**config.mk**
```make
export PLATFORM = sky130hd
export DESIGN_NAME = wtd_isqrt
export DESIGN_NICKNAME = d
export VERILOG_FILES = /design/src/hw/rtl/wtd_pkg.sv /design/src/hw/rtl/wtd_isqrt.sv
export SDC_FILE = /design/constraint.sdc
export NUM_CORES = 1
export LEC_CHECK = 0
export CAP_MARGIN = 10
export CORE_ASPECT_RATIO = 0.9
export CORE_UTILIZATION = 54
export CTS_CLUSTER_SIZE = 24
export DETAILED_ROUTE_END_ITERATION = 8
export DONT_BUFFER_PORTS = 1
export GPL_TIMING_DRIVEN = 0
export HOLD_SLACK_MARGIN = 0.03
export MAX_ROUTING_LAYER = met4
export PLACE_DENSITY = 0.72
export SYNTH_ARGS = -nofsm -noshare
export SYNTH_HDL_FRONTEND = slang
export SYNTH_SLANG_ARGS = --single-unit
```
**constraint.sdc**
```tcl
create_clock -name clk -period 5.9 [get_ports clk]
set_input_delay 0 -clock clk [delete_from_list [all_inputs] [get_ports clk]]
set_output_delay 0 -clock clk [all_outputs]
set_load 0.02 [all_outputs]
```
**src/hw/rtl/wtd_pkg.sv**
```systemverilog
package wtd_pkg;

  localparam int MaxWaypoints = 64;
  localparam int IdxW = $clog2(MaxWaypoints);
  localparam int CntW = $clog2(MaxWaypoints + 1);
  localparam int CordicSteps = 16;
  localparam int StepW = $clog2(CordicSteps + 1);
  localparam int SqrtSteps = 18;
  localparam int SqW = $clog2(SqrtSteps + 1);

  localparam logic [CntW-1:0] CntMax = CntW'(MaxWaypoints);

  typedef enum logic [0:0] {
    CMD_LOAD = 1'b0,
    CMD_POSE = 1'b1
  } cmd_t;

  localparam logic [1:0] ADDR_COUNT  = 2'd0;
  localparam logic [1:0] ADDR_WINDOW = 2'd1;
  localparam logic [1:0] ADDR_TOL    = 2'd2;

  function automatic logic [31:0] atan_turn(input logic [4:0] i);
    case (i)
      5'd0:  atan_turn = 32'd536870912;
      5'd1:  atan_turn = 32'd316933406;
      5'd2:  atan_turn = 32'd167458907;
      5'd3:  atan_turn = 32'd85004756;
      5'd4:  atan_turn = 32'd42667331;
      5'd5:  atan_turn = 32'd21354465;
      5'd6:  atan_turn = 32'd10679838;
      5'd7:  atan_turn = 32'd5340245;
      5'd8:  atan_turn = 32'd2670163;
      5'd9:  atan_turn = 32'd1335087;
      5'd10: atan_turn = 32'd667544;
      5'd11: atan_turn = 32'd333772;
      5'd12: atan_turn = 32'd166886;
      5'd13: atan_turn = 32'd83443;
      5'd14: atan_turn = 32'd41722;
      5'd15: atan_turn = 32'd20861;
      5'd16: atan_turn = 32'd10430;
      5'd17: atan_turn = 32'd5215;
      5'd18: atan_turn = 32'd2608;
      5'd19: atan_turn = 32'd1304;
      5'd20: atan_turn = 32'd652;
      5'd21: atan_turn = 32'd326;
      5'd22: atan_turn = 32'd163;
      5'd23: atan_turn = 32'd81;
      default: atan_turn = 32'd0;
    endcase
  endfunction

  typedef enum logic [5:0] {
    ST_IDLE = 6'b000001,
    ST_READ = 6'b000010,
    ST_PREP = 6'b000100,
    ST_ITER = 6'b001000,
    ST_DEC  = 6'b010000,
    ST_OUT  = 6'b100000
  } state_t;

endpackage

```
**src/hw/rtl/wtd_isqrt.sv**
```systemverilog
module wtd_isqrt (
  input  logic        clk,
  input  logic        rst_n,
  input  logic        start,
  input  logic [16:0] ax,
  input  logic [16:0] ay,
  output logic        busy,
  output logic [17:0] root
);

  // square computed in first cycle, then two bits a step
  logic [35:0] n_r;
  logic [17:0] r_r;
  logic [35:0] rem_r;
  logic [wtd_pkg::SqW-1:0] k_r;
  logic busy_r, sq_r;
  logic [37:0] trial;
  logic [35:0] rem_sh;

  assign busy = busy_r;
  assign root = r_r;
  assign rem_sh = {rem_r[33:0], n_r[35:34]};
  assign trial = {2'b0, rem_sh} - {18'b0, r_r, 2'b01};

  always_ff @(posedge clk) begin
    if (!rst_n) begin
      busy_r <= 1'b0;
      sq_r <= 1'b0;
      k_r <= '0;
    end else if (start) begin
      busy_r <= 1'b1;
      sq_r <= 1'b1;
      n_r <= 36'(ax) * 36'(ax);
      rem_r <= 36'(ay) * 36'(ay);
      k_r <= '0;
    end else if (busy_r && sq_r) begin
      sq_r <= 1'b0;
      n_r <= n_r + rem_r;
      rem_r <= '0;
      r_r <= '0;
    end else if (busy_r) begin
      n_r <= {n_r[33:0], 2'b00};
      if (!trial[37]) begin
        rem_r <= trial[35:0];
        r_r <= {r_r[16:0], 1'b1};
      end else begin
        rem_r <= rem_sh;
        r_r <= {r_r[16:0], 1'b0};
      end
      k_r <= k_r + 1'b1;
      if (k_r == wtd_pkg::SqW'(wtd_pkg::SqrtSteps - 1)) busy_r <= 1'b0;
    end
  end

endmodule

```
Word-level counts from Yosys, hierarchy flattened:

Index checks and enable logic that the tools add are counted.

* $add $sub $neg: 3
* multipliers: 2
* equal/unequal tests: 2
* multiplexer cells: 15
* bitwise logic cells: 3
* reduce and logical (&&, ||, !) cells: 9

Operators by type and width (number)
* $mux W36: 4
* $mux W34: 3
* $mul A17 B17 Y34: 2
* $sub A36 B20 Y37: 1
* $add A36 B36 Y36: 1
* $mux W18: 1
* $mux W1: 7
* $add A5 B1 Y5 const B: 1
* $eq A5 B5 Y1 const B: 1
* $reduce_and A2 Y1: 2
* $reduce_bool A2 Y1: 2
* $reduce_or A2 Y1: 2
* $not A1 Y1: 3
* $reduce_and A3 Y1: 1
* $reduce_bool A3 Y1: 1
* $ne A2 B2 Y1 const B: 1
* $logic_and A1 B1 Y1: 1

* bits in registers: 97
* input port bits: 37
* output and inout port bits: 19
* logic and storage cells: 42

Logic depth before layout (Yosys ltp):

Gate-level depths: netlist of run 1.

* word-level depth: 5
* depth in mapped cells: 25
* depth with buffers taken out: 24

Worst setup path before layout of run 1:

Ideal clock, no wire load.

* path type: input port to flip-flop
* start point: input ay[14]
* end point: register rem_r[30], data pin
* data arrival time: 5736 ps
* required time: 5629 ps
* slack: -107 ps
* cell stages on the path: 23
* path through: clkbuf_1 clkbuf_1 nand2_1 fa_1 fa_1 inv_1 fa_1 fa_1 fa_1 inv_1 fa_1 inv_1 ha_1 clkbuf_1 a21o_1 a221o_1 a21oi_1 nor2b_1 a41oi_1 o211ai_1 a31oi_1 xor2_1 o22ai_1

* cells in the longest elaborated chain, start to end: 2

RTL lines
* start, declared: line wtd_isqrt.sv:6 `input logic [16:0] ay,`
* $mul A17 B17 Y34: line wtd_isqrt.sv:34 `rem_r <= 36'(ay) * 36'(ay);`
* $mux W34: line wtd_isqrt.sv:30 `end else if (start) begin`
* end signal, assigned: line wtd_isqrt.sv:34
* end signal, assigned: line wtd_isqrt.sv:44 `rem_r <= trial[35:0];`
* end signal, assigned: line wtd_isqrt.sv:47 `rem_r <= rem_sh;`
* end, declared: line wtd_isqrt.sv:14 `logic [35:0] rem_r;`

No other way between the ends.
A chain may end at the register's enable or synchronous reset.

Final worst setup path of run 1:

* start point: input ax[10]
* end point: register n_r[33], data pin

* cells in the longest elaborated chain, start to end: 2

RTL lines
* start, declared: line wtd_isqrt.sv:5 `input logic [16:0] ax,`
* $mul A17 B17 Y34: line wtd_isqrt.sv:33 `n_r <= 36'(ax) * 36'(ax);`
* $mux W34: line wtd_isqrt.sv:30
* end signal, assigned: line wtd_isqrt.sv:33
* end signal, assigned: line wtd_isqrt.sv:38 `n_r <= n_r + rem_r;`
* end signal, assigned: line wtd_isqrt.sv:42 `n_r <= {n_r[33:0], 2'b00};`
* end, declared: line wtd_isqrt.sv:12 `logic [35:0] n_r;`

No other way between the ends.

==> results of run 1 <==
[kinds of logic after synthesis]
family          synth area share
buf+inv                   0.1093
fa+ha+maj                 0.4612
simple gates              0.1316
compound gates            0.1240
xor+xnor                 0.04944
flops                     0.1189
mux                     0.005650
[what timing repair did]
| action | 4_1_cts | 5_1_grt |
|---|---|---|
| endpoints found under the hold margin | 9 | 0 |
| resized for setup | 28 | 56 |
| pin swaps | 0 | 7 |
| hold buffers | 3 | 0 |
| setup buffers | 0 | 2 |
| setup endpoints to repair | 19 | 24 |
| cloned | 0 | 0 |
[cells in the final DEF, fill, tap and decap left out, types with 18 or more instances in the layout]
master	synthesis	final
nand2_1	247	244
clkbuf_2	1	19
fa_1	381	381
ha_1	272	268
and2_1	113	112
a31oi_1	18	18
nor2_1	127	126
nor2b_1	19	19
o22ai_1	23	23
xor2_1	58	58
a21o_1	69	69
nor3_1	21	20
xnor2_1	77	77
nand4_1	18	18
inv_1	595	595
edfxtp_1	90	90
a21oi_1	129	127
clkbuf_1	77	46
nand3_1	29	28
o21ai_0	79	79
[layer usage]
metal	share of wire	global-route usage
met1	0.46	0.3915
met2	0.45	0.4253
met3	0.071	0.05534
met4	0.017	0.05333
met5	0	-
[final cells by class]
class                           instances  area, um2  area share
Buffer                                 85      444.2     0.01760
Clock buffer                            9      225.2    0.008923
Clock inverter                          7      107.6    0.004263
Inverter                              595       2233     0.08849
Multi-Input combinational cell       1907      18580      0.7362
Sequential cell                        97       2843      0.1126
Tap cell                              592      740.7     0.02935
Timing Repair Buffer                    6      65.06    0.002578
[worst max-delay path, cell delays in order]
cell and delay, ns:
clkbuf_2 0.21, and2_4 0.22, fa_1 0.53, inv_1 0.05, fa_1 0.50, fa_1 0.52
inv_1 0.05, fa_1 0.48, fa_1 0.49, inv_1 0.05, fa_1 0.47, inv_1 0.04
ha_2 0.38, a21oi_1 0.11, a21oi_1 0.13, nor2b_1 0.08, a21oi_4 0.22, a2111oi_4 0.14
or4b_1 0.55, a31oi_1 0.23, xnor2_1 0.21, a22oi_1 0.14
[state kept, by name, indices dropped and copies added (netlist names)]
signal / cells
sq_r: 1
k_r: 5
busy: 1
n_r: 36
root: 18
rem_r: 36
[through the flow]
step                        util  setup WS, ns  hold slack [ns]  cells  instance area, um2
after floorplan                -       0.05726           0.1282   2685               23930
after global placement    0.5692       -0.9046           0.1291   3277               24670
after detailed placement  0.5699        -1.040           0.1461   3278               24700
after CTS                 0.5796      0.009349          0.08880   3297               25110
after global routing      0.5825      -0.06549           0.1020   3298               25240
final                     0.5825        0.1806          0.09785   3298               25240
[path summary, 6_finish.rpt]
kind / startpoint / end / slack [ns] / depth (start not counted)
worst max register to register: rem_r[0] / n_r[34] / 1.76 / 11
worst min register to register: k_r[4] / k_r[4] / 0.54 / 2
worst min-delay path: rst_n / n_r[1] / 0.1 / 1
worst max-delay path: ax[10] / n_r[33] / 0.18 / 22
==> impl_metrics.env, run 1 <==
export IMPL_synth_area_leader_cell="fa_1"
export IMPL_status="finished, final reports clean"
export IMPL_vias=18503
export IMPL_period_minus_slack_ns=5.719
export IMPL_port_buffers=0
export IMPL_coreArea_um2=43330
export IMPL_ys_warn_count=0
export IMPL_ant_nets=0
export IMPL_hold_path_class="input port to flip-flop"
export IMPL_maxCapViolCount=0
export IMPL_worstSkewPairLatency_ns=0.38
export IMPL_synthArstFlopShare=0
export IMPL_finalNetCount=3391
export IMPL_synth_top_area_frac=0.3189
export IMPL_clkTransAtPathRegs_ns=0.08
export IMPL_hpwlAfterDp_mm=49.38
export IMPL_syn_area_um2=23920
export IMPL_hold_viol_final=0
export IMPL_cts_buffers=9
export IMPL_drc=0
export IMPL_grt_first_pass_wirelength_mm=96.81
export IMPL_start_util=0.5519
export IMPL_root_buffer="clkbuf_16"
export IMPL_grt_max_degree=42
export IMPL_grt_overflow=0
export IMPL_fin_crit_sh=0.9694
export IMPL_drive_gt1_frac=0.04213
export IMPL_crit_type="input port to flip-flop"
export IMPL_worstPathRequired_ns=6.00
export IMPL_wl_mm=58.69
export IMPL_yosysMostFrequentCell="inv_1"
export IMPL_fillers=3835
export IMPL_dieWidth_um=223.8
export IMPL_n_antenna_cell=0
export IMPL_yosysSeqAreaShare=0.1189
export IMPL_slew_headroom=0.1967
export IMPL_critPathMaxFanout=10
export IMPL_syn_avg_cell_area_um2=8.908
export IMPL_grt_pass1_vias=19224
export IMPL_setup_tns_ns=0
export IMPL_synth_area_leaders="fa_1, ha_1, edfxtp_1"
export IMPL_maxSlewViolCount=0
export IMPL_worst_slew_pin_slew_ns=1.200
export IMPL_rsz0062_at_grt="true"
export IMPL_cts_buffer_depth=2
export IMPL_cts_tree="yes"
export IMPL_cp_start_kind="input port"
export IMPL_drt_initial_drc_count=1390
export IMPL_cts_sinks=97
export IMPL_critPathArrivalTime_ns=5.82
export IMPL_fmax_mhz=174.8
export IMPL_area_growth_pct=5.530
export IMPL_synth_cell_types=86
export IMPL_skew_ns=0.01259
export IMPL_track_usage=0.2802
export IMPL_first_pass_iters=5
export IMPL_worstSetupEndpointType="flip-flop"
export IMPL_antenna_found_initial=1
export IMPL_postSynthNetCount=3375
export IMPL_wl_per_cell_um=17.80
export IMPL_ios=56
export IMPL_fp_dieH_um=201.7
export IMPL_synth_ff_type="edfxtp_1"
export IMPL_rows=72
export IMPL_finalSetupViolCount=0
export IMPL_htreeDepth=3
export IMPL_dieArea_um2=45140
export IMPL_gp_congestion=0.9175
export IMPL_ys_seq_elements=97
export IMPL_postSynthCellCount=2685
export IMPL_synth_common_cells="inv_1, fa_1, ha_1, nand2_1, a21oi_1"
export IMPL_synth_edf_count=90
export IMPL_vias_per_cell=5.610
Power of run 1 is left out: the tool's default activity adds up to more than one toggle a clock period on the data nets, which glitch-free logic cannot reach.
==> inputs of run 2 (changes only) <==
Clock period 5.9 ns to 5.1 ns, I/O delays scaled along.
==> run 2 against run 1 <==
  * The flow now finishes with violations (setup timing)
  * Design area grew 7.0%
  * Utilization rose by 4.1 points
  * Die area is the same
  * Sequential share of layout area shrank 0.74 points
  * Worst hold slack lost 0.0026 ns
  * Final cell count grew 1.6%
  * Global-route usage grew 0.54 points
  * Register-to-register slack got worse by 0.81 ns
  * First-iteration DRC count fell by 3.6%
  * Clock-buffer cell count unchanged
  * Critical path depth unchanged
  * Via count up 1.5%
==> impl_metrics.env, run 2 (synthesis results as in run 1) <==
export IMPL_maxCapViolCount=0
export IMPL_wl_per_cell_um=18.23
export IMPL_fillers=3607
export IMPL_crit_chain="clkbuf_16 -> and2_4 -> fa_1 -> inv_1 -> fa_2 -> fa_1 -> inv_2 -> fa_1 -> fa_1 -> inv_1 -> fa_1 -> inv_1 -> ha_4 -> nand2_1 -> a21oi_2 -> nor2b_2 -> a21oi_4 -> a2111oi_4 -> or4b_1 -> a31oi_1 -> xnor2_1 -> a22oi_2"
export IMPL_dieArea_um2=45140
export IMPL_fin_cells=3350
export IMPL_antenna_found_initial=2
export IMPL_track_usage=0.2856
export IMPL_cts_tree="yes"
export IMPL_vias_per_cell=5.606
export IMPL_rsz0062_at_grt="true"
export IMPL_period_minus_slack_ns=5.349
export IMPL_critPathArrivalTime_ns=5.43
export IMPL_grt_pass1_vias=19505
export IMPL_hold_viol_final=0
export IMPL_slew_headroom=0.2120
export IMPL_worst_slew_pin_slew_ns=1.178
export IMPL_gp_congestion=0.9741
export IMPL_coreArea_um2=43330
export IMPL_cts_buffers=9
export IMPL_drt_initial_drc_count=1340
export IMPL_fp_dieH_um=201.7
export IMPL_ant_nets=0
export IMPL_hpwlAfterDp_mm=50.00
export IMPL_grt_overflow=0
export IMPL_wl_mm=61.07
export IMPL_cts_sinks=97
export IMPL_start_util=0.5519
export IMPL_fmax_mhz=187.0
export IMPL_area_growth_pct=12.95
export IMPL_crit_type="input port to flip-flop"
export IMPL_cp_common_cell="fa_1"
export IMPL_finalSetupViolCount=17
export IMPL_status="complete, but fails checks"
export IMPL_ios=56
export IMPL_htreeDepth=3
export IMPL_rows=72
export IMPL_critical_path_max_stage_delay_ns=0.56
export IMPL_fin_crit_sh=1.049
export IMPL_critPathMaxFanout=10
export IMPL_drc=0
export IMPL_layout_commonest_cell="inv_1"
export IMPL_worstSkewPairLatency_ns=0.38
export IMPL_first_pass_iters=5
export IMPL_clkTransAtPathRegs_ns=0.08
export IMPL_worstPathRequired_ns=5.19
export IMPL_violations="setup timing"
export IMPL_finalNetCount=3442
export IMPL_cp_start_kind="input port"
export IMPL_worstSetupEndpointType="flip-flop"
export IMPL_dieWidth_um=223.8
export IMPL_drive_gt1_frac=0.1252
export IMPL_port_buffers=0
export IMPL_layout_common_cells="inv_1, fa_1, ha_1"
export IMPL_critPathSlowestCell="fa_1"
export IMPL_worst_slack_ns=-0.2488
export IMPL_skew_ns=0.01792
export IMPL_vias=18779
export IMPL_hold_path_class="input port to flip-flop"
export IMPL_cts_buffer_depth=2
export IMPL_grt_max_degree=42
export IMPL_dpl_cell_count=3278
export IMPL_grt_first_pass_wirelength_mm=98.79
export IMPL_maxSlewViolCount=0
export IMPL_root_buffer="clkbuf_16"
## run 2: final timing paths
| kind | from | end | slack (ns) | cells past startpoint |
|---|---|---|---|---|
| max | ax[10] | n_r[33] | -0.25 | 22 |
| min reg2reg | k_r[4] | k_r[4] | 0.52 | 2 |
| max reg2reg | rem_r[0] | n_r[34] | 0.95 | 11 |
| min | rst_n | n_r[4] | 0.1 | 1 |
## run 2: metal layers
| metal | track usage | routed length, um |
|---|---|---|
| met5 | - | 0 |
| met4 | 0.04501 | 750 |
| met3 | 0.04264 | 4324 |
| met2 | 0.4408 | 28180 |
| met1 | 0.4057 | 27820 |
## run 2: repair_timing
action,4_1_cts,5_1_grt
gates resized for setup,81,147
hold buffers,3,0
pin swaps,50,108
endpoints found under the setup margin,22,30
hold endpoints to repair,9,0
setup buffers,31,31
## run 2: through the flow
step	hold WS [ns]	utilization	TNS (ns)	instance area, um2	setup slack, ns
after detailed placement	0.1420	0.5861	-16.93	25400	-0.8044
after CTS	0.08941	0.6077	-1.194	26330	-0.1760
final	0.09530	0.6234	-1.961	27010	-0.2488
after floorplan	0.1282	-	-1.920	24630	-0.3237
after global routing	0.1157	0.6234	-5.200	27010	-0.4082
after global placement	0.1326	0.5854	-15.12	25370	-0.7655
## run 2: worst max-delay path: cells and delay by family
family | cells | cell delay, ns
buf+inv | 5 | 0.40
compound gates | 5 | 0.81
xor+xnor | 1 | 0.17
simple gates | 4 | 0.79
fa+ha+maj | 7 | 3.25
## run 2: final cells by class
cell class              instances  area [um2]  share of cell area
clock buffers                   9       225.2            0.008337
flip-flops and latches         97        2843              0.1052
diodes                          2       5.005           0.0001853
inverters                     595        2240             0.08291
plain buffers                  84       849.6             0.03145
repair buffers                 58       498.0             0.01843
multi-input cells            1907       19550              0.7236
well taps                     592       740.7             0.02742
clock inverters                 6       65.06            0.002409
Power of run 2 is left out for the same reason.
