===== config.mk =====
export PLATFORM = sky130hd
export DESIGN_NAME = wtd_cordic
export DESIGN_NICKNAME = d
export VERILOG_FILES = /design/src/hw/rtl/wtd_pkg.sv /design/src/hw/rtl/wtd_cordic.sv
export SDC_FILE = /design/constraint.sdc
export NUM_CORES = 1
export LEC_CHECK = 0
export BUFFER_PORTS_ARGS = -buffer_cell sky130_fd_sc_hd__buf_2
export CORE_MARGIN = 5
export CORE_UTILIZATION = 30
export CTS_CLUSTER_SIZE = 10
export DETAILED_ROUTE_END_ITERATION = 16
export SLEW_MARGIN = 10
export SYNTH_ARGS = -nofsm -noshare
export SYNTH_HDL_FRONTEND = slang
export SYNTH_SLANG_ARGS = --single-unit
export TNS_END_PERCENT = 20

===== constraint.sdc =====
create_clock -name clk -period 6.5 [get_ports clk]
set_clock_uncertainty 0.2 [all_clocks]
set_input_delay 1.3 -clock clk [delete_from_list [all_inputs] [get_ports clk]]
set_output_delay 1.3 -clock clk [all_outputs]
set_load 0.01 [all_outputs]

===== src/hw/rtl/wtd_pkg.sv =====
package wtd_pkg;

  localparam int MaxWaypoints = 64;
  localparam int IdxW = $clog2(MaxWaypoints);
  localparam int CntW = $clog2(MaxWaypoints + 1);
  localparam int CordicSteps = 16;
  localparam int StepW = $clog2(CordicSteps + 1);
  localparam int SqrtSteps = 18;
  localparam int SqW = $clog2(SqrtSteps + 1);

  localparam logic [CntW-1:0] CntMax = CntW'(MaxWaypoints);

  typedef enum logic [0:0] {
    CMD_LOAD = 1'b0,
    CMD_POSE = 1'b1
  } cmd_t;

  localparam logic [1:0] ADDR_COUNT  = 2'd0;
  localparam logic [1:0] ADDR_WINDOW = 2'd1;
  localparam logic [1:0] ADDR_TOL    = 2'd2;

  function automatic logic [31:0] atan_turn(input logic [4:0] i);
    case (i)
      5'd0:  atan_turn = 32'd536870912;
      5'd1:  atan_turn = 32'd316933406;
      5'd2:  atan_turn = 32'd167458907;
      5'd3:  atan_turn = 32'd85004756;
      5'd4:  atan_turn = 32'd42667331;
      5'd5:  atan_turn = 32'd21354465;
      5'd6:  atan_turn = 32'd10679838;
      5'd7:  atan_turn = 32'd5340245;
      5'd8:  atan_turn = 32'd2670163;
      5'd9:  atan_turn = 32'd1335087;
      5'd10: atan_turn = 32'd667544;
      5'd11: atan_turn = 32'd333772;
      5'd12: atan_turn = 32'd166886;
      5'd13: atan_turn = 32'd83443;
      5'd14: atan_turn = 32'd41722;
      5'd15: atan_turn = 32'd20861;
      5'd16: atan_turn = 32'd10430;
      5'd17: atan_turn = 32'd5215;
      5'd18: atan_turn = 32'd2608;
      5'd19: atan_turn = 32'd1304;
      5'd20: atan_turn = 32'd652;
      5'd21: atan_turn = 32'd326;
      5'd22: atan_turn = 32'd163;
      5'd23: atan_turn = 32'd81;
      default: atan_turn = 32'd0;
    endcase
  endfunction

  typedef enum logic [5:0] {
    ST_IDLE = 6'b000001,
    ST_READ = 6'b000010,
    ST_PREP = 6'b000100,
    ST_ITER = 6'b001000,
    ST_DEC  = 6'b010000,
    ST_OUT  = 6'b100000
  } state_t;

endpackage


===== src/hw/rtl/wtd_cordic.sv =====
module wtd_cordic (
  input  logic               clk,
  input  logic               rst_n,
  input  logic               start,
  input  logic signed [16:0] dx,
  input  logic signed [16:0] dy,
  output logic               busy,
  output logic signed [15:0] bearing
);

  // x grows by at most ~1.65, 17+8+2 bits are enough
  logic signed [27:0] x_r, y_r;
  logic [31:0] z_r;
  logic [wtd_pkg::StepW-1:0] i_r;
  logic busy_r;
  logic [31:0] zr;

  assign busy = busy_r;
  assign zr = z_r + 32'h8000;
  assign bearing = zr[31:16];

  always_ff @(posedge clk) begin
    if (!rst_n) begin
      busy_r <= 1'b0;
      i_r <= '0;
    end else if (start) begin
      busy_r <= 1'b1;
      i_r <= '0;
      if (dx < 0) begin
        x_r <= -(28'(dx) <<< 8);
        y_r <= -(28'(dy) <<< 8);
        z_r <= 32'h8000_0000;
      end else begin
        x_r <= 28'(dx) <<< 8;
        y_r <= 28'(dy) <<< 8;
        z_r <= '0;
      end
    end else if (busy_r) begin
      if (y_r > 0) begin
        x_r <= x_r + (y_r >>> i_r);
        y_r <= y_r - (x_r >>> i_r);
        z_r <= z_r + wtd_pkg::atan_turn(5'(i_r));
      end else begin
        x_r <= x_r - (y_r >>> i_r);
        y_r <= y_r + (x_r >>> i_r);
        z_r <= z_r - wtd_pkg::atan_turn(5'(i_r));
      end
      i_r <= i_r + 1'b1;
      if (i_r == wtd_pkg::StepW'(wtd_pkg::CordicSteps - 1)) busy_r <= 1'b0;
    end
  end

endmodule


Word-level counts from Yosys, hierarchy flattened
Memories as Yosys holds them, arrays and structs flattened. A register that Yosys moved wholly into a read port is not among the register bits.
Cells that the tools add are included.
- input bits: 37
- bits in read-only memories: 1920
- output and inout bits: 17
- register bits after elaboration: 94
- memories kept: 2
- memory list (name ; words ; width ; rd ports ; clocked after Yosys merged registers in ; wr ports ; line ; source):
    (no name shown) ; 32 ; 30 ; 1 ; 1 ; 0 ; wtd_pkg.sv:23 ; case (i)
    (no name shown) ; 32 ; 30 ; 1 ; 1 ; 0 ; wtd_pkg.sv:23 ;
- order comparisons: 2
- multiplexer cells: 27
- shifts and indexed selects: 2
- eq/ne operators: 1
- bitwise operators: 1
- $add $sub $neg: 10
- reductions and logical operators: 3
- operator list (cell ; number):
    32-bit 2-to-1 mux ; 12
    28-bit 2-to-1 mux ; 8
    28-bit adder ; 2
    25-bit negator with 28-bit output ; 2
    28-bit by 5-bit >>> shifter with 28-bit output ; 2
    28-bit subtractor ; 2
    32-bit by 16-bit adder with 32-bit output (second input constant) ; 1
    32-bit adder ; 1
    32-bit subtractor ; 1
    28-bit by 1-bit greater-than comparator with 1-bit output (second input constant) ; 1
    5-bit 2-to-1 mux ; 4
    17-bit by 1-bit less-than comparator with 1-bit output (second input constant) ; 1
    5-bit by 1-bit adder with 5-bit output (second input constant) ; 1
    5-bit by 4-bit equality test with 1-bit output (second input constant) ; 1
    1-bit 2-to-1 mux ; 3
    2-bit AND reduction ; 1
    2-bit nonzero test ; 1
    2-bit OR reduction ; 1
    1-bit inverter ; 1

Depth between registers and ports, before layout
Gate-level depths: netlist (run 1).
- depth after elaboration: 9
- mapped depth: 28
- depth with buffers taken out: 23

Least setup slack after synthesis (run 1)
Ideal clock, no wire load.
- path type: register to register
- from: register i_r[0] in the netlist's numbering
- to: register y_r[26] (data pin)
- buffers on the path: 4
- period minus slack after synthesis: 6.612 ns
- path slack: -0.112 ns
- arrival: 6.146 ns
- cell stages (with the launch flop): 28
- cells stage by stage: dfxtp_1 > buf_6 > buf_2 > buf_6 > buf_6 > mux4_2 > o22ai_1 > a21oi_1 > a211o_1 > inv_1 > ha_1 > inv_1 > a2111oi_0 > and4bb_2 > and3_1 > and2_1 > a21oi_1 > xnor2_1 > ha_1 > and3_1 > a221oi_1 > o21ai_0 > a2111oi_0 > o31ai_1 > or3b_2 > a31oi_1 > xor2_1 > o21ai_0
- cells in the longest elaborated chain, start to end: 5
- ends and longest elaborated chain (what ; line ; source):
    start, declared ; wtd_cordic.sv:14 ; logic [wtd_pkg::StepW-1:0] i_r;
    start signal, assigned ; wtd_cordic.sv:48 ; i_r <= i_r + 1'b1;
    28-bit by 5-bit >>> shifter with 28-bit output (*) ; wtd_cordic.sv:41, wtd_cordic.sv:45 ;
    28-bit adder or 28-bit subtractor (tied branches) ; wtd_cordic.sv:45, wtd_cordic.sv:41 ;
    28-bit 2-to-1 mux (*) ; wtd_cordic.sv:39 ; if (y_r > 0) begin
    28-bit 2-to-1 mux (*) ; wtd_cordic.sv:38 ; end else if (busy_r) begin
    28-bit 2-to-1 mux (*) ; wtd_cordic.sv:26 ; end else if (start) begin
    end signal, assigned ; wtd_cordic.sv:31 ; y_r <= -(28'(dy) <<< 8);
    end signal, assigned ; wtd_cordic.sv:41 ; y_r <= y_r - (x_r >>> i_r);
    end signal, assigned ; wtd_cordic.sv:45 ; y_r <= y_r + (x_r >>> i_r);
    end, declared ; wtd_cordic.sv:12 ; logic signed [27:0] x_r, y_r;
Mark *: on every way between the ends. The rest lies on a longest branch, timed or not. The select of a mux whose other input is x is not followed.
A chain may end at the register's enable or synchronous reset.

Final worst setup path (run 1)
- from: register i_r[0] in the netlist's numbering
- to: register x_r[26] (data pin)
- cells in the longest elaborated chain, start to end: 5
- ends and longest elaborated chain (what ; line ; source):
    28-bit by 5-bit >>> shifter with 28-bit output (*) ; wtd_cordic.sv:40, wtd_cordic.sv:44 ;
    28-bit subtractor or 28-bit adder (tied branches) ; wtd_cordic.sv:44, wtd_cordic.sv:40 ;
    28-bit 2-to-1 mux (*) ; wtd_cordic.sv:39 ;
    28-bit 2-to-1 mux (*) ; wtd_cordic.sv:38 ;
    28-bit 2-to-1 mux (*) ; wtd_cordic.sv:26 ;
    end signal, assigned ; wtd_cordic.sv:30 ; x_r <= -(28'(dx) <<< 8);
    end signal, assigned ; wtd_cordic.sv:40 ; x_r <= x_r + (y_r >>> i_r);
    end signal, assigned ; wtd_cordic.sv:44 ; x_r <= x_r - (y_r >>> i_r);
    end, declared ; wtd_cordic.sv:12 ;
Marks and branches as above.

==> results of run 1 <==
[synthesized netlist by cell type (all sizes together) (18+ instances only)]
library cell / instances / area [um2]
mux4: 63 / 1440
nand3: 31 / 160
clkbuf: 56 / 210
a21oi: 122 / 611
xnor2: 96 / 841
dfxtp: 36 / 721
nand2: 169 / 634
mux2i: 38 / 384
o21ai: 128 / 641
nand2b: 22 / 138
a31oi: 23 / 144
xor2: 86 / 753
o21a: 20 / 150
o211ai: 18 / 135
a21o: 38 / 285
ha: 103 / 1290
mux2: 24 / 270
a211oi: 23 / 178
edfxtp: 88 / 2640
buf: 38 / 264
nor2: 179 / 672
nor4: 22 / 163
nor3: 35 / 190
o31ai: 29 / 218
and3: 31 / 194
inv: 59 / 221
[kinds of logic (layout without fill, tap and decap cells)]
kind of cell,Yosys count,in the layout,synth area share (%)
AO/OA/AOI/OAI,533,533,22.6
XOR/XNOR,182,182,10.3
adder cells (fa/ha/maj),106,106,8.71
buffers and inverters,155,251,4.54
flip-flops,124,124,21.7
multiplexers,125,125,13.5
AND/OR/NAND/NOR,589,589,18.6
[routing by layer]
metal,vias to the layer above,track usage (%),wire (um)
met5,-,0,0
met4,0,5.56,1410
met3,98,4.03,3890
met2,579,28.5,23900
met1,7265,23.6,22500
li1,7025,-,-
[path summary, 6_finish.rpt]
path / from / end / slack, ns
min reg2reg: i_r[1] / i_r[1] / 0.50
max reg2reg: i_r[0] / x_r[26] / 0.27
max: i_r[0] / x_r[26] / 0.27
min: i_r[1] / i_r[1] / 0.50
[per-stage QoR]
| stage | instances | area (um2) |
|---|---|---|
| after floorplan | 1814 | 15500 |
| after global placement | 2550 | 16900 |
| after detailed placement | 2550 | 16900 |
| after CTS | 2584 | 17500 |
| after global routing | 2590 | 17700 |
| final | 2590 | 17700 |
[layout make-up]
class	instances	area (um2)
clock buffers	19	453
clock inverters	13	126
inverters	61	229
repair buffers	158	1090
fillers	5262	33500
well taps	680	851
flip-flops and latches	124	3370
multi-input cells	1535	11500
[power by group through the flow]
stage / registers, mW / logic, mW / clock network, mW
floorplan: 1.22 / 2.86 / 0
global placement: 1.31 / 3.80 / 0
detailed placement: 1.32 / 3.83 / 0
CTS: 1.30 / 3.87 / 0.990
global route: 1.33 / 4.37 / 1.02
finish: 1.31 / 3.97 / 0.970
[worst max-delay path, stage by stage (launching register included)]
cell	delay [ns]
dfxtp_4	0.41
buf_6	0.16
buf_12	0.27
mux4_1	0.61
mux2_2	0.33
o21ai_1	0.38
and3_1	0.27
nand4_1	0.14
or2_1	0.33
o31ai_1	0.31
xor2_1	0.38
ha_1	0.35
a211o_1	0.34
o31ai_2	0.35
o211ai_1	0.22
a41o_1	0.30
a21oi_1	0.19
nor4_1	0.07
a211o_1	0.31
[repair_timing]
action	4_1_cts	5_1_grt
pin swaps	0	6
hold buffers	0	0
setup buffers	2	6
gates resized for setup	3	17
setup endpoints to repair	1	8
==> qor.txt, run 1 <==
worst min path class -> reg2reg
CTS max path bufs -> 2
FP Rows -> 83
CP endpoint kind -> flip-flop
GPL Wtd Cong -> 1.03
r2r worst-path depth -> 18
vias in the first global route -> 14400
H-tree levels -> 4
core area -> 51200 um2
minimum clock period -> 6.23 ns
Yosys warning count -> 0
Via Count -> 15000
vias per inst -> 5.78
Mapped Avg Cell Area -> 8.54 um2
clk_lat worst skew -> 0.45 ns
initial antenna violation count -> 0
Synth Cell Area -> 15500 um2
first-pass GRT wire length -> 81100 um
Least-Margin Pin Slew -> 0.960 ns
I/O pin cnt -> 54
share of layout cells above drive strength 1 -> 17.0%
Critical Path Start Type -> flip-flop
sequential share of power -> 20.9%
leakage -> 6.96 nW
most common cell after layout, fill and taps aside -> nor2_1
ANT cells -> 0
Rel. slew slack -> 36.0%
Switch Pwr -> 2.86 mW
final wirelength -> 51700 um
Net Count, Synth -> 1957
largest net degree at the start of global routing -> 80
Wirelength per Cell -> 20.0 um
post-route ant nets -> 0
worst hold path depth -> 2
crit path kind -> reg2reg
Core Util, Final -> 34.5%
I/O Buffers -> 53
Post-synth EDFFs -> 88
clock root cell -> clkbuf_16
DIE HEIGHT -> 237 um
outcome -> finished, final reports clean
Clock Sinks -> 124
Post-route DRC -> 0
Post-Syn Instances -> 1814
die width -> 237 um
VDD IR max -> 0.235 mV
Post-synth ARST share -> 0%
hpwl dp -> 39600 um
final net count -> 2040
total chip power -> 6.25 mW
Initial Util -> 30.3%
Unique masters post-synth -> 94
Req. time, crit path -> 6.49 ns
final worst path period share -> 95.8%
commonest cells after routing, fill and taps aside -> nor2_1 (179), nand2_1 (169), a21oi_1 (120)
TritonCTS clock tree -> built
max cap viols -> 0
Peak Freq -> 161 MHz
PwrDens -> 354 nW/um2
cell-internal power -> 3.39 mW
area grow syn2layout -> 14.0%
clk slew on worst S/H paths -> 0.07 ns
Hold WS -> 0.498 ns
number of buffers created by CTS -> 17
worst-path fanout max -> 47
Yosys reg bits -> 124
sequential fraction of the synthesis area -> 21.7%
Final TNS setup -> 0 ns
setup violators final -> 0
switch share -> 45.7%
Gate power share -> 63.5%
DR pass1 iterations -> 5
GRT overflow -> 0
Clk pwr share -> 15.5%
Tot GR Track Use -> 17.7%
dpl ws -> -0.185 ns
Max Slew Vio Count -> 0
ys flop type -> edfxtp_1
Initial DRC Count -> 1333
fin worst setup slack -> 0.270 ns
full die area -> 56300 um2
worst path arrival time -> 6.22 ns
Final Hold Fails -> 0
Power figures use the tool's default switching activity.
==> run 2: changes to the inputs <==
Settings changed: BUFFER_PORTS_ARGS -buffer_cell sky130_fd_sc_hd__buf_2 to -buffer_cell sky130_fd_sc_hd__clkbuf_2.
==> run 2 against run 1 <==
  * Clock-buffer cell count is the same
  * Combinational power about the same
  * Sequential cell count stayed put
  * Via count rose by 0.70%
  * Critical path depth up 4
  * Fmax is 2.0% lower
  * First-iteration DRC count rose by 5.2%
  * Utilization is essentially flat
  * Hold slack improved by 0.015 ns
  * Setup slack got worse by 0.13 ns
  * Non-clock buffer count rose by 10
  * Cell count grew 0.39%
  * Critical endpoint unchanged
==> qor.txt, run 2 (synthesis results as in run 1) <==
outcome -> finished, final reports clean (unchanged)
Crit Reg-Reg Endpoint -> x_r[26] (unchanged)
Buf/Inv on CP -> 4 (was 2)
Placed Area -> 17000 um2 (was 16900 um2)
CP endpoint kind -> flip-flop (unchanged)
first-pass GRT wire length -> 80400 um (was 81100 um)
Rel. slew slack -> 42.0% (was 36.0%)
ANT cells -> 0 (unchanged)
chain of cells forming the critical path -> buf_4, buf_6, mux4_1, mux2i_1, o32ai_1, nor4_2, buf_4, buf_4, nand4_1, or2_2, o21ai_0, xnor2_1, ha_1, a21o_1, a21oi_1, nor2_1, a21oi_1, o211ai_1, a41o_1, a21oi_1, nor4_1, a211o_1 (was buf_6, buf_12, mux4_1, mux2_2, o21ai_1, and3_1, nand4_1, or2_1, o31ai_1, xor2_1, ha_1, a211o_1, o31ai_2, o211ai_1, a41o_1, a21oi_1, nor4_1, a211o_1)
Hold WS -> 0.513 ns (was 0.498 ns)
H-tree levels -> 4 (unchanged)
number of buffers created by CTS -> 17 (unchanged)
filler instances -> 5292 (was 5262)
Critical Path Start Type -> flip-flop (unchanged)
area grow syn2layout -> 14.1% (was 14.0%)
TritonCTS clock tree -> built (unchanged)
I/O pin cnt -> 54 (unchanged)
Post-Place Cells -> 2557 (was 2550)
final worst path period share -> 97.8% (was 95.8%)
clk_lat worst skew -> 0.45 ns (about the same)
Least-Margin Pin Slew -> 0.869 ns (was 0.960 ns)
final net count -> 2050 (was 2040)
worst min path class -> reg2reg (unchanged)
Clock Sinks -> 124 (unchanged)
hold path endpoint -> z_r[0] (was i_r[1])
largest net degree at the start of global routing -> 77 (was 80)
Worst R2R Setup Slack -> 0.14 ns (was 0.27 ns)
max incr delay on CP -> 0.62 ns (was 0.61 ns)
GRT overflow -> 0 (unchanged)
hpwl dp -> 40000 um (was 39600 um)
leakage -> 6.99 nW (was 6.96 nW)
reg2reg start -> i_r[0] (unchanged)
DR pass1 iterations -> 6 (was 5)
final wirelength -> 52100 um (was 51700 um)
CP max stage cell -> mux4_1 (unchanged)
Peak Freq -> 157 MHz (was 161 MHz)
Initial DRC Count -> 1402 (was 1333)
full die area -> 56300 um2 (unchanged)
r2r worst-path depth -> 22 (was 18)
VDD IR max -> 0.233 mV (was 0.235 mV)
setup violators final -> 0 (unchanged)
initial antenna violation count -> 1 (was 0)
Max Slew Vio Count -> 0 (unchanged)
DIE HEIGHT -> 237 um (unchanged)
GPL Wtd Cong -> 1.03 (about the same)
Final Non-Filler Cells -> 2600 (was 2590)
worst-path fanout max -> 19 (was 47)
worst hold path depth -> 2 (unchanged)
RSZ-0062 raised after global routing -> true
fin worst setup slack -> 0.143 ns (was 0.270 ns)
clock root cell -> clkbuf_16 (unchanged)
share of layout cells above drive strength 1 -> 17.3% (was 17.0%)
Wirelength per Cell -> 20.0 um (about the same)
max cap viols -> 0 (unchanged)
clk slew on worst S/H paths -> 0.07 ns (about the same)
core area -> 51200 um2 (unchanged)
Initial Util -> 30.3% (unchanged)
most common cell after layout, fill and taps aside -> nor2_1 (unchanged)
Req. time, crit path -> 6.50 ns (was 6.49 ns)
fin area -> 17700 um2 (about the same)
FP Rows -> 83 (unchanged)
vias per inst -> 5.80 (was 5.78)
worst path arrival time -> 6.35 ns (was 6.22 ns)
CP top delay family -> compound AO/OA/AOI/OAI gates (unchanged)
Final Hold Fails -> 0 (unchanged)
Via Count -> 15100 (was 15000)
minimum clock period -> 6.36 ns (was 6.23 ns)
I/O Buffers -> 53 (unchanged)
CTS max path bufs -> 2 (unchanged)
commonest cells after routing, fill and taps aside -> nor2_1 (179), nand2_1 (169), a21oi_1 (121) (was nor2_1 (179), nand2_1 (169), a21oi_1 (120))
Tot GR Track Use -> 17.7% (about the same)
PwrDens -> 351 nW/um2 (was 354 nW/um2)
vias in the first global route -> 14100 (was 14400)
Post-route DRC -> 0 (unchanged)
dpl ws -> -0.222 ns (was -0.185 ns)
post-route ant nets -> 0 (unchanged)
die width -> 237 um (unchanged)
crit path kind -> reg2reg (unchanged)
Worst setup startpoint -> i_r[0] (unchanged)
run 2: cell count changes in the layout (fill, tap and decap cells not counted), sizes merged:
cell	delta
clkinvlp	+2
clkinv	+1
clkbuf	+52
inv	-2
buf	-42
bufinv	-1
run 2: through the flow:
stage,utilization [%],total power [mW],setup TNS [ns]
floorplan,-,4.08,0
global placement,33.2,5.11,-0.116
detailed placement,33.2,5.16,-0.222
CTS,34.3,6.12,0
global route,34.5,6.65,-0.223
finish,34.5,6.20,0
run 2: worst max-delay path by stage:
stage / to / cells past startpoint
floorplan: y_r[26] / 27
global placement: y_r[26] / 24
detailed placement: y_r[26] / 24
CTS: y_r[26] / 24
global route: y_r[26] / 21
finish: x_r[26] / 22
run 2: layer usage:
metal	global-route usage, %	share of wire, %	vias up	wire length (um)
li1	-	-	7026	-
met1	24.1	43	7332	22600
met2	29.1	47	631	24500
met3	2.83	7.5	81	3890
met4	4.95	2.2	2	1170
met5	0	0.025	-	13
run 2: worst min-delay path, delay by kind of cell, from the launching register on:
family | cells | cell delay, ns
flops | 1 | 0.38
fa+ha+maj | 1 | 0.14
simple gates | 1 | 0.04
run 2: layout make-up:
type | instances | area (um2) | area share, %
clock buffer | 19 | 433 | 2.45
clock inverter | 13 | 108 | 0.609
inverter | 61 | 229 | 1.30
multi-input combinational | 1535 | 11500 | 65.2
sequential | 124 | 3370 | 19.1
tap | 680 | 851 | 4.81
timing repair buffer | 168 | 1160 | 6.58
run 2: power by group:
part / leakage, nW / switching, mW / total, mW / internal (mW)
Clock: 0.260 / 0.413 / 0.909 / 0.496
Combinational: 5.58 / 2.23 / 3.99 / 1.76
Sequential: 1.15 / 0.213 / 1.30 / 1.09
Total: 6.99 / 2.86 / 6.20 / 3.34
run 2: repair_timing:
action | CTS | global route
hold buffers | 0 | 0
pin swaps | 0 | 5
resized for setup | 2 | 16
setup endpoints to repair | 1 | 15
setup buffers | 6 | 5
==> run 3: changes to the inputs <==
Settings changed: CORE_ASPECT_RATIO set to 0.6, CTS_CLUSTER_SIZE 10 to 8.
==> run 3 against run 2 <==
  * Routed wire length grew 2.3%
  * Combinational power hardly changed
  * Cell count is 0.85% lower
  * Sequential share of layout area increased by 0.24 points
  * Critical endpoint unchanged
  * Fmax increased by 2.2%
  * Clock power increased by 4.5%
  * Register-to-register slack improved by 0.14 ns
  * Cell area fell by 1.3%
  * Setup slack improved by 0.14 ns
  * Clock-buffer cell count down 2
  * Critical path depth decreased by 4
==> qor.txt, run 3 (synthesis results as in run 1) <==
vias in the first global route -> 13700 (was 14100)
clock root cell -> clkbuf_16 (unchanged)
Least-Margin Pin Slew -> 0.950 ns (was 0.869 ns)
vias per inst -> 5.82 (was 5.80)
final net count -> 2015 (was 2050)
max cap viols -> 0 (unchanged)
reg2reg start -> i_r[0] (unchanged)
max incr delay on CP -> 0.60 ns (was 0.62 ns)
PwrDens -> 358 nW/um2 (was 351 nW/um2)
H-tree levels -> 4 (unchanged)
Rel. slew slack -> 36.4% (was 42.0%)
sequential share of power -> 21.3% (was 21.0%)
clk slew on worst S/H paths -> 0.06 ns (was 0.07 ns)
Core Util, Final -> 34.2% (was 34.5%)
leakage -> 6.83 nW (was 6.99 nW)
dpl ws -> -0.199 ns (was -0.222 ns)
Switch Pwr -> 2.92 mW (was 2.86 mW)
Initial Util -> 30.4% (was 30.3%)
initial antenna violation count -> 2 (was 1)
Worst setup startpoint -> i_r[0] (unchanged)
hpwl dp -> 40900 um (was 40000 um)
core area -> 51000 um2 (was 51200 um2)
die width -> 303 um (was 237 um)
Gate power share -> 63.5% (was 64.4%)
most common cell after layout, fill and taps aside -> nor2_1 (unchanged)
total chip power -> 6.24 mW (was 6.20 mW)
largest net degree at the start of global routing -> 66 (was 77)
number of buffers created by CTS -> 17 (unchanged)
worst min path class -> reg2reg (unchanged)
full die area -> 56400 um2 (was 56300 um2)
crit path kind -> reg2reg (unchanged)
CTS max path bufs -> 2 (unchanged)
HP Start -> i_r[1]
I/O Buffers -> 53 (unchanged)
commonest cells after routing, fill and taps aside -> nor2_1 (179), nand2_1 (169), a21oi_1 (122) (was nor2_1 (179), nand2_1 (169), a21oi_1 (121))
outcome -> finished, final reports clean (unchanged)
clk_lat worst skew -> 0.44 ns (was 0.45 ns)
Final Hold Fails -> 0 (unchanged)
CP endpoint kind -> flip-flop (unchanged)
chain of cells forming the critical path -> buf_12, buf_12, mux2_2, mux4_2, o21a_1, o32ai_1, nand4_1, or2_1, o31ai_1, xor2_1, ha_1, a211o_1, o31ai_2, o211ai_1, a41o_1, a21oi_1, nor4_1, a211o_1 (was buf_4, buf_6, mux4_1, mux2i_1, o32ai_1, nor4_2, buf_4, buf_4, nand4_1, or2_2, o21ai_0, xnor2_1, ha_1, a21o_1, a21oi_1, nor2_1, a21oi_1, o211ai_1, a41o_1, a21oi_1, nor4_1, a211o_1)
worst-path fanout max -> 57 (was 19)
cell-internal power -> 3.33 mW (was 3.34 mW)
minimum clock period -> 6.22 ns (was 6.36 ns)
I/O pin cnt -> 54 (unchanged)
first-pass GRT wire length -> 82100 um (was 80400 um)
Initial DRC Count -> 1941 (was 1402)
Hold WS -> 0.517 ns (was 0.513 ns)
Peak Freq -> 161 MHz (was 157 MHz)
Post-route DRC -> 0 (unchanged)
GRT overflow -> 0 (unchanged)
Via Count -> 15000 (was 15100)
CP max stage cell -> mux4_2 (was mux4_1)
ANT cells -> 0 (unchanged)
Req. time, crit path -> 6.48 ns (was 6.50 ns)
TritonCTS clock tree -> built (unchanged)
Critical Path Start Type -> flip-flop (unchanged)
Wirelength per Cell -> 20.7 um (was 20.0 um)
Tot GR Track Use -> 18.5% (was 17.7%)
GPL Wtd Cong -> 0.955 (was 1.03)
final worst path period share -> 95.7% (was 97.8%)
DIE HEIGHT -> 186 um (was 237 um)
switch share -> 46.7% (was 46.1%)
Clock Sinks -> 124 (unchanged)
final wirelength -> 53300 um (was 52100 um)
VDD IR max -> 0.154 mV (was 0.233 mV)
Clk pwr share -> 15.2% (was 14.7%)
DR pass1 iterations -> 6 (unchanged)
share of layout cells above drive strength 1 -> 15.9% (was 17.3%)
FP Rows -> 64 (was 83)
fin worst setup slack -> 0.281 ns (was 0.143 ns)
cts hold-fix bufs -> 0 (unchanged)
setup violators final -> 0 (unchanged)
post-route ant nets -> 0 (unchanged)
area grow syn2layout -> 12.6% (was 14.1%)
RSZ-0062 raised after global routing -> true (unchanged)
Max Slew Vio Count -> 0 (unchanged)
worst path arrival time -> 6.20 ns (was 6.35 ns)
[run 3: cell type report]
| class | instances | area (um2) |
|---|---|---|
| well taps | 693 | 867 |
| fillers | 5202 | 33600 |
| flip-flops and latches | 124 | 3370 |
| inverters | 61 | 229 |
| multi-input cells | 1535 | 11500 |
| repair buffers | 133 | 913 |
| clock inverters | 15 | 140 |
| clock buffers | 17 | 425 |
[run 3: power groups by stage]
stage	Combinational [mW]	Clock, mW	Sequential, mW
3_3_place_gp	3.77	0	1.32
2_1_floorplan	2.86	0	1.22
6_report	3.96	0.950	1.33
5_1_grt	4.35	1.00	1.34
4_1_cts	3.85	0.968	1.31
3_5_place_dp	3.81	0	1.33
[run 3: metrics by stage]
stage	TNS (ns)	std cells	area [um2]
after floorplan	0	1814	15500
after global routing	-0.0600	2578	17400
after CTS	0	2576	17400
after detailed placement	-0.199	2539	16800
after global placement	-0.155	2539	16800
final	0	2578	17400
[run 3: timing repair]
action                                 CTS  global route
pin swaps                                0             6
setup buffers                            5             2
gates resized for setup                  1            13
endpoints found under the hold margin    0             0
setup endpoints to repair                2            11
[run 3: worst paths after layout]
path	endpoint	slack (ns)	cells past startpoint
setup / recovery	x_r[26]	0.28	18
hold reg to reg	i_r[1]	0.52	2
setup reg to reg	x_r[26]	0.28	18
hold / removal	i_r[1]	0.52	2
[run 3: layer usage]
layer / track usage (%) / routed length (um) / share of wire [%] / vias to the layer above
met4: 2.73 / 467 / 0.88 / 2
met5: 0 / 13 / 0.024 / -
li1: - / - / - / 6977
met3: 4.73 / 5780 / 11 / 44
met1: 30.1 / 27000 / 51 / 7172
met2: 24.4 / 20000 / 38 / 816
[run 3: worst max-delay path, delay by kind of cell, from the launching register on]
kind | cells | cell delay [ns]
multiplexers | 2 | 1.03
AND/OR/NAND/NOR | 3 | 0.60
XOR/XNOR | 1 | 0.37
adder cells (fa/ha/maj) | 1 | 0.35
AO/OA/AOI/OAI | 9 | 2.53
buffers and inverters | 2 | 0.43
flip-flops | 1 | 0.39
